<file path="config.mk">
export PLATFORM = sky130hd
export DESIGN_NAME = stbs_ctrl
export DESIGN_NICKNAME = d
export VERILOG_FILES = /design/src/hdl/assert_macros.svh /design/src/hdl/stbs_pkg.sv /design/src/hdl/stbs_ctrl.sv
export SDC_FILE = /design/constraint.sdc
export NUM_CORES = 1
export LEC_CHECK = 0
export BUFFER_PORTS_ARGS = -buffer_cell sky130_fd_sc_hd__buf_2
export CORE_MARGIN = 8
export CORE_UTILIZATION = 55
export CTS_BUF_LIST = sky130_fd_sc_hd__clkbuf_16
export DETAILED_ROUTE_END_ITERATION = 6
export GPL_ROUTABILITY_DRIVEN = 0
export PLACE_DENSITY_LB_ADDON = 0.1
export SYNTH_ARGS = -nofsm -noshare
export SYNTH_HDL_FRONTEND = slang
export SYNTH_SLANG_ARGS = --single-unit
export TNS_END_PERCENT = 100
</file>
<file path="constraint.sdc">
create_clock -name clk_i -period 15.3 [get_ports clk_i]
set_clock_uncertainty 0.15 [all_clocks]
set_input_delay 3.06 -clock clk_i [delete_from_list [all_inputs] [get_ports clk_i]]
set_output_delay 3.06 -clock clk_i [all_outputs]
set_load 0.1 [all_outputs]
</file>
<file path="src/hdl/assert_macros.svh">
// assertion macros shared by the rtl
// depends on clk_i and rst_ni being visible at the point of use
`ifndef ASSERT_MACROS_SVH
`define ASSERT_MACROS_SVH

// same-cycle implication
`define ASSERT_SAME(lbl, ant, con) \
  lbl: assert property (@(posedge clk_i) disable iff (!rst_ni) (ant) |-> (con)) \
    else $error("assertion failed");

// next-cycle implication
`define ASSERT_NEXT(lbl, ant, con) \
  lbl: assert property (@(posedge clk_i) disable iff (!rst_ni) (ant) |=> (con)) \
    else $error("assertion failed");

`endif

</file>
<file path="src/hdl/stbs_pkg.sv">
// types and constants for the sorted table binary search
// no dependencies
package stbs_pkg;

  localparam int DataW = 32;
  localparam int SlotW = 10;
  localparam int PosW  = 10;
  localparam int CntW  = 11;

  typedef enum logic {
    ACT_WRITE  = 1'b0,
    ACT_SEARCH = 1'b1
  } act_e;

  typedef enum logic {
    ST_IDLE,
    ST_PROBE
  } state_e;

  typedef struct packed {
    logic            strobe;
    logic            found;
    logic [PosW-1:0] position;
  } res_t;

endpackage

</file>
<file path="src/hdl/stbs_ctrl.sv">
// search sequencer: bounds, midpoint, compare and result register
// depends on stbs_pkg and drives the table ram ports
module stbs_ctrl #(
  parameter int TableDepth = 1024
) (
  input  logic                           clk_i,
  input  logic                           rst_ni,
  input  logic                           start,
  output logic                           busy,
  input  stbs_pkg::act_e                 action_i,
  input  logic [stbs_pkg::SlotW-1:0]     slot_i,
  input  logic [stbs_pkg::DataW-1:0]     entry_value_i,
  input  logic [stbs_pkg::DataW-1:0]     search_key_i,
  input  logic [stbs_pkg::CntW-1:0]      used_entries_i,
  output logic                           ram_we_o,
  output logic [$clog2(TableDepth)-1:0]  ram_waddr_o,
  output logic [stbs_pkg::DataW-1:0]     ram_wdata_o,
  output logic [$clog2(TableDepth)-1:0]  ram_raddr_o,
  input  logic [stbs_pkg::DataW-1:0]     ram_rdata_i,
  output stbs_pkg::res_t                 res_o
);

  localparam int AW   = $clog2(TableDepth);
  localparam int CW   = $clog2(TableDepth + 1);
  localparam int MW   = (CW > stbs_pkg::CntW) ? CW : stbs_pkg::CntW;
  localparam int SW   = (CW > stbs_pkg::SlotW) ? CW : stbs_pkg::SlotW;
  localparam int PosW = stbs_pkg::PosW;

  stbs_pkg::state_e state_q, state_d;
  stbs_pkg::res_t   res_q, res_d;

  logic [CW-1:0]               low_q, low_d, high_q, high_d;
  logic [AW-1:0]               mid_q, mid_d;
  logic [stbs_pkg::DataW-1:0]  key_q, key_d;
  logic [CW-1:0]               count;
  logic [MW-1:0]               used_ext;
  logic [CW:0]                 sum;
  logic                        accept, is_search, range_ok, hit, above;

  assign accept    = start && !busy;
  assign is_search = (action_i == stbs_pkg::ACT_SEARCH);
  assign busy      = (state_q != stbs_pkg::ST_IDLE);

  assign used_ext = MW'(used_entries_i);
  assign count    = (used_ext > MW'(TableDepth)) ? CW'(TableDepth) : CW'(used_ext);

  // writes go straight to the table on transfer
  assign ram_we_o    = accept && !is_search && (SW'(slot_i) < SW'(TableDepth));
  assign ram_waddr_o = AW'(slot_i);
  assign ram_wdata_o = entry_value_i;

  assign hit   = (state_q == stbs_pkg::ST_PROBE) && (ram_rdata_i == key_q);
  assign above = $signed(ram_rdata_i) > $signed(key_q);

  // interval is [low, high) with high exclusive
  always_comb begin
    low_d  = low_q;
    high_d = high_q;
    key_d  = key_q;
    if (state_q == stbs_pkg::ST_IDLE) begin
      low_d  = '0;
      high_d = count;
      key_d  = search_key_i;
    end else if (above) begin
      high_d = CW'(mid_q);
    end else begin
      low_d = CW'(mid_q) + CW'(1);
    end
  end

  assign range_ok    = low_d < high_d;
  assign sum         = {1'b0, low_d} + {1'b0, high_d} - (CW + 1)'(1);
  assign mid_d       = sum[AW:1];
  assign ram_raddr_o = mid_d;

  always_comb begin
    state_d = state_q;
    case (state_q)
      stbs_pkg::ST_IDLE: begin
        if (accept && is_search && range_ok) begin
          state_d = stbs_pkg::ST_PROBE;
        end
      end
      stbs_pkg::ST_PROBE: begin
        if (hit || !range_ok) begin
          state_d = stbs_pkg::ST_IDLE;
        end
      end
      default: state_d = stbs_pkg::ST_IDLE;
    endcase
  end

  always_comb begin
    res_d = '0;
    case (state_q)
      stbs_pkg::ST_IDLE: begin
        res_d.strobe = accept && is_search && !range_ok;
      end
      stbs_pkg::ST_PROBE: begin
        res_d.strobe   = hit || !range_ok;
        res_d.found    = hit;
        res_d.position = hit ? PosW'(mid_q) : '0;
      end
      default: res_d = '0;
    endcase
  end

  always_ff @(posedge clk_i or negedge rst_ni) begin
    if (!rst_ni) begin
      state_q <= stbs_pkg::ST_IDLE;
      res_q   <= '0;
    end else begin
      state_q <= state_d;
      res_q   <= res_d;
    end
  end

  always_ff @(posedge clk_i) begin
    if ((state_q == stbs_pkg::ST_IDLE && accept && is_search)
        || state_q == stbs_pkg::ST_PROBE) begin
      low_q  <= low_d;
      high_q <= high_d;
      mid_q  <= mid_d;
      key_q  <= key_d;
    end
  end

  assign res_o = res_q;

endmodule

</file>
==> flow_summary.json <==
{
  "synth_edf_count": 64,
  "synthArstFlopShare_pct": 16.88,
  "ys_types": 58,
  "cp.arrival_ns": 8.20,
  "root_buffer": "clkbuf_16",
  "ctsHoldBuffers": 0,
  "wl_um": 12250,
  "crit_buf_inv": 5,
  "start_util_pct": 56.16,
  "die_y_um": 112.9,
  "die-area_um2": 12750,
  "drc_errors": 0,
  "netlist.area_leader.share_pct": 37.21,
  "grt_pass1_vias": 3843,
  "endpoint_kind": "primary output",
  "design.core.area_um2": 9196,
  "start_kind": "input pin",
  "ys.flop_type": "edfxtp_1",
  "fmax_mhz": 87.61,
  "clock-sinks": 77,
  "outcome": "complete, no violations",
  "rows": 35,
  "area_delta_synth_final_pct": 12.04,
  "cp_common_cell": "ha_1",
  "slew_viol_final": 0,
  "vias_per_cell": 5.648,
  "antenna_found_initial": 0,
  "cp.required_ns": 12.09,
  "hp-class": "reg2reg",
  "synth_warnings": 0,
  "worst_slew_pin_slew_ns": 0.5358,
  "grt.total_usage_pct": 19.46,
  "period_share_pct": 74.60,
  "io_pins": 187,
  "path_clk_slew_ns": 0.06,
  "io_buffers": 102,
  "wl_per_cell_um": 18.76,
  "yosysTopAreaCell": "edfxtp_1",
  "htree_levels": 3,
  "crit_chain": "buf_2 -> ha_1 -> a21oi_1 -> o21ai_0 -> a211oi_1 -> nand3_1 -> o211ai_4 -> buf_4 -> mux2_2 -> a22oi_1 -> ha_1 -> inv_1 -> ha_1 -> inv_1 -> fa_1 -> nor2b_1 -> nor3_1 -> nor2_1 -> a21o_1 -> a21oi_1 -> o21ai_0 -> xor2_1 -> buf_2",
  "rsz0062_at_grt": "false",
  "grt_start_max_net_pins": 44,
  "clock_latency_ns": 0.34,
  "hpwl_um": 9750,
  "grt_pass1_wl_um": 19550,
  "post_cts_buffers": 0,
  "cts_tree": "done",
  "drive_above_1_share_pct": 25.28,
  "syn_area_um2": 5165,
  "synth_seq_area_share_pct": 43.51,
  "final_common_cell": "buf_2",
  "drtPass1Iterations": 4,
  "grt_overflow": 0,
  "timing.critical_path.slowest_cell_delay_ns": 0.48,
  "die_x_um": 112.9,
  "synth_area_leaders": "edfxtp_1 (37%), ha_1 (15%), dfrtp_1 (6.3%), buf_4 (6.3%), inv_1 (3.9%)",
  "dr.first_iter.drc_count": 246,
  "synth_cells": 473,
  "max-cap-violations": 0,
  "cts_resized": 0,
  "finalSetupViolCount": 0,
  "n_antenna_cell": 0,
  "fin_nets": 719,
  "cp_slowest_cell": "buf_2",
  "setup_tns_ns": 0,
  "ant_nets": 0,
  "vias": 3688,
  "slew_headroom_pct": 63.95,
  "synth-seq-cells": 77,
  "synth_fp_nets": 655,
  "crit_type": "in2out",
  "cpLargestDelayFamily": "compound AO/OA/AOI/OAI gates",
  "mostFrequentLayoutCells": "buf_2 (102), edfxtp_1 (64), ha_1 (60), inv_1 (55), a21oi_1 (25)",
  "hold_viol_final": 0,
  "cts_buffers": 9,
  "cts_buffer_depth": 2,
  "layout_min_cycle_time_ns": 11.41,
  "avgSynthCellArea_um2": 10.92,
  "cp_max_fo": 42
}
## per-stage QoR
| step | cell area (um2) | utilization (%) | hold WS, ns | worst slack (ns) | std cells |
|---|---|---|---|---|---|
| global route | 5787 | 62.93 | 0.4977 | 3.475 | 653 |
| floorplan | 5165 | - | 0.3550 | 4.013 | 473 |
| detailed placement | 5446 | 59.22 | 0.4301 | 3.919 | 637 |
| global placement | 5446 | 59.22 | 0.4260 | 3.982 | 637 |
| finish | 5787 | 62.93 | 0.4610 | 3.886 | 653 |
| CTS | 5787 | 62.93 | 0.4550 | 3.891 | 653 |
## worst paths after layout
path | depth (start not counted) | start | to | slack [ns]
hold reg to reg | 1 | mid_q[9]$_DFFE_PP_ | res_o[9]$_DFF_PN0_ | 0.46
min in group asynchronous | 1 | rst_ni | res_o[9]$_DFF_PN0_ | 2.45
hold / removal | 1 | mid_q[9]$_DFFE_PP_ | res_o[9]$_DFF_PN0_ | 0.46
setup reg to reg | 20 | key_q[23]$_DFFE_PP_ | mid_q[9]$_DFFE_PP_ | 9.85
max in group asynchronous | 1 | rst_ni | res_o[8]$_DFF_PN0_ | 12.32
setup / recovery | 23 | ram_rdata_i[23] | ram_raddr_o[8] | 3.89
## state kept, by name, indices dropped and copies added (netlist names)
register,cells
high_q,11
low_q,11
key_q,32
res_o,12
mid_q,10
busy,1
## per-layer routing
layer / vias up / track usage, % / wire [um]
li1: 1790 / - / -
met1: 1749 / 22.59 / 5128
met4: 0 / 9.858 / 478
met2: 107 / 32.64 / 5864
met3: 42 / 5.059 / 783
met5: - / 0 / 0
## kinds of logic after synthesis
kind of cell               synth area share (%)
AOI/OAI and AO/OA                         13.44
and+or+nand+nor                           11.10
adders and majority gates                 14.92
muxes                                     2.543
DFF                                       43.51
buffers and inverters                     11.77
xor gates and xnor gates                  2.713
## synth_stat cells (7+ instances only)
| cell | n |
|---|---|
| nor2_1 | 14 |
| inv_1 | 54 |
| xnor2_1 | 9 |
| clkbuf_1 | 7 |
| xor2_1 | 7 |
| nand3_1 | 14 |
| ha_1 | 60 |
| o211a_1 | 9 |
| nand4_1 | 8 |
| buf_4 | 43 |
| nand2_1 | 22 |
| o211ai_1 | 9 |
| a21oi_1 | 25 |
| and2_1 | 12 |
| a22oi_1 | 7 |
| o21ai_0 | 13 |
| edfxtp_1 | 64 |
| dfrtp_1 | 13 |
## cell type report
cell class / count / area (um2)
clock buffer: 9 / 225.2
clock inverter: 7 / 115.1
fill: 758 / 3410
inverter: 54 / 202.7
multi-input combinational: 288 / 2310
sequential: 77 / 2247
tap: 111 / 138.9
timing repair buffer: 107 / 548.0
Power is not shown: default switching activity piles up to over one toggle a cycle in this logic, so the estimate is an artifact.
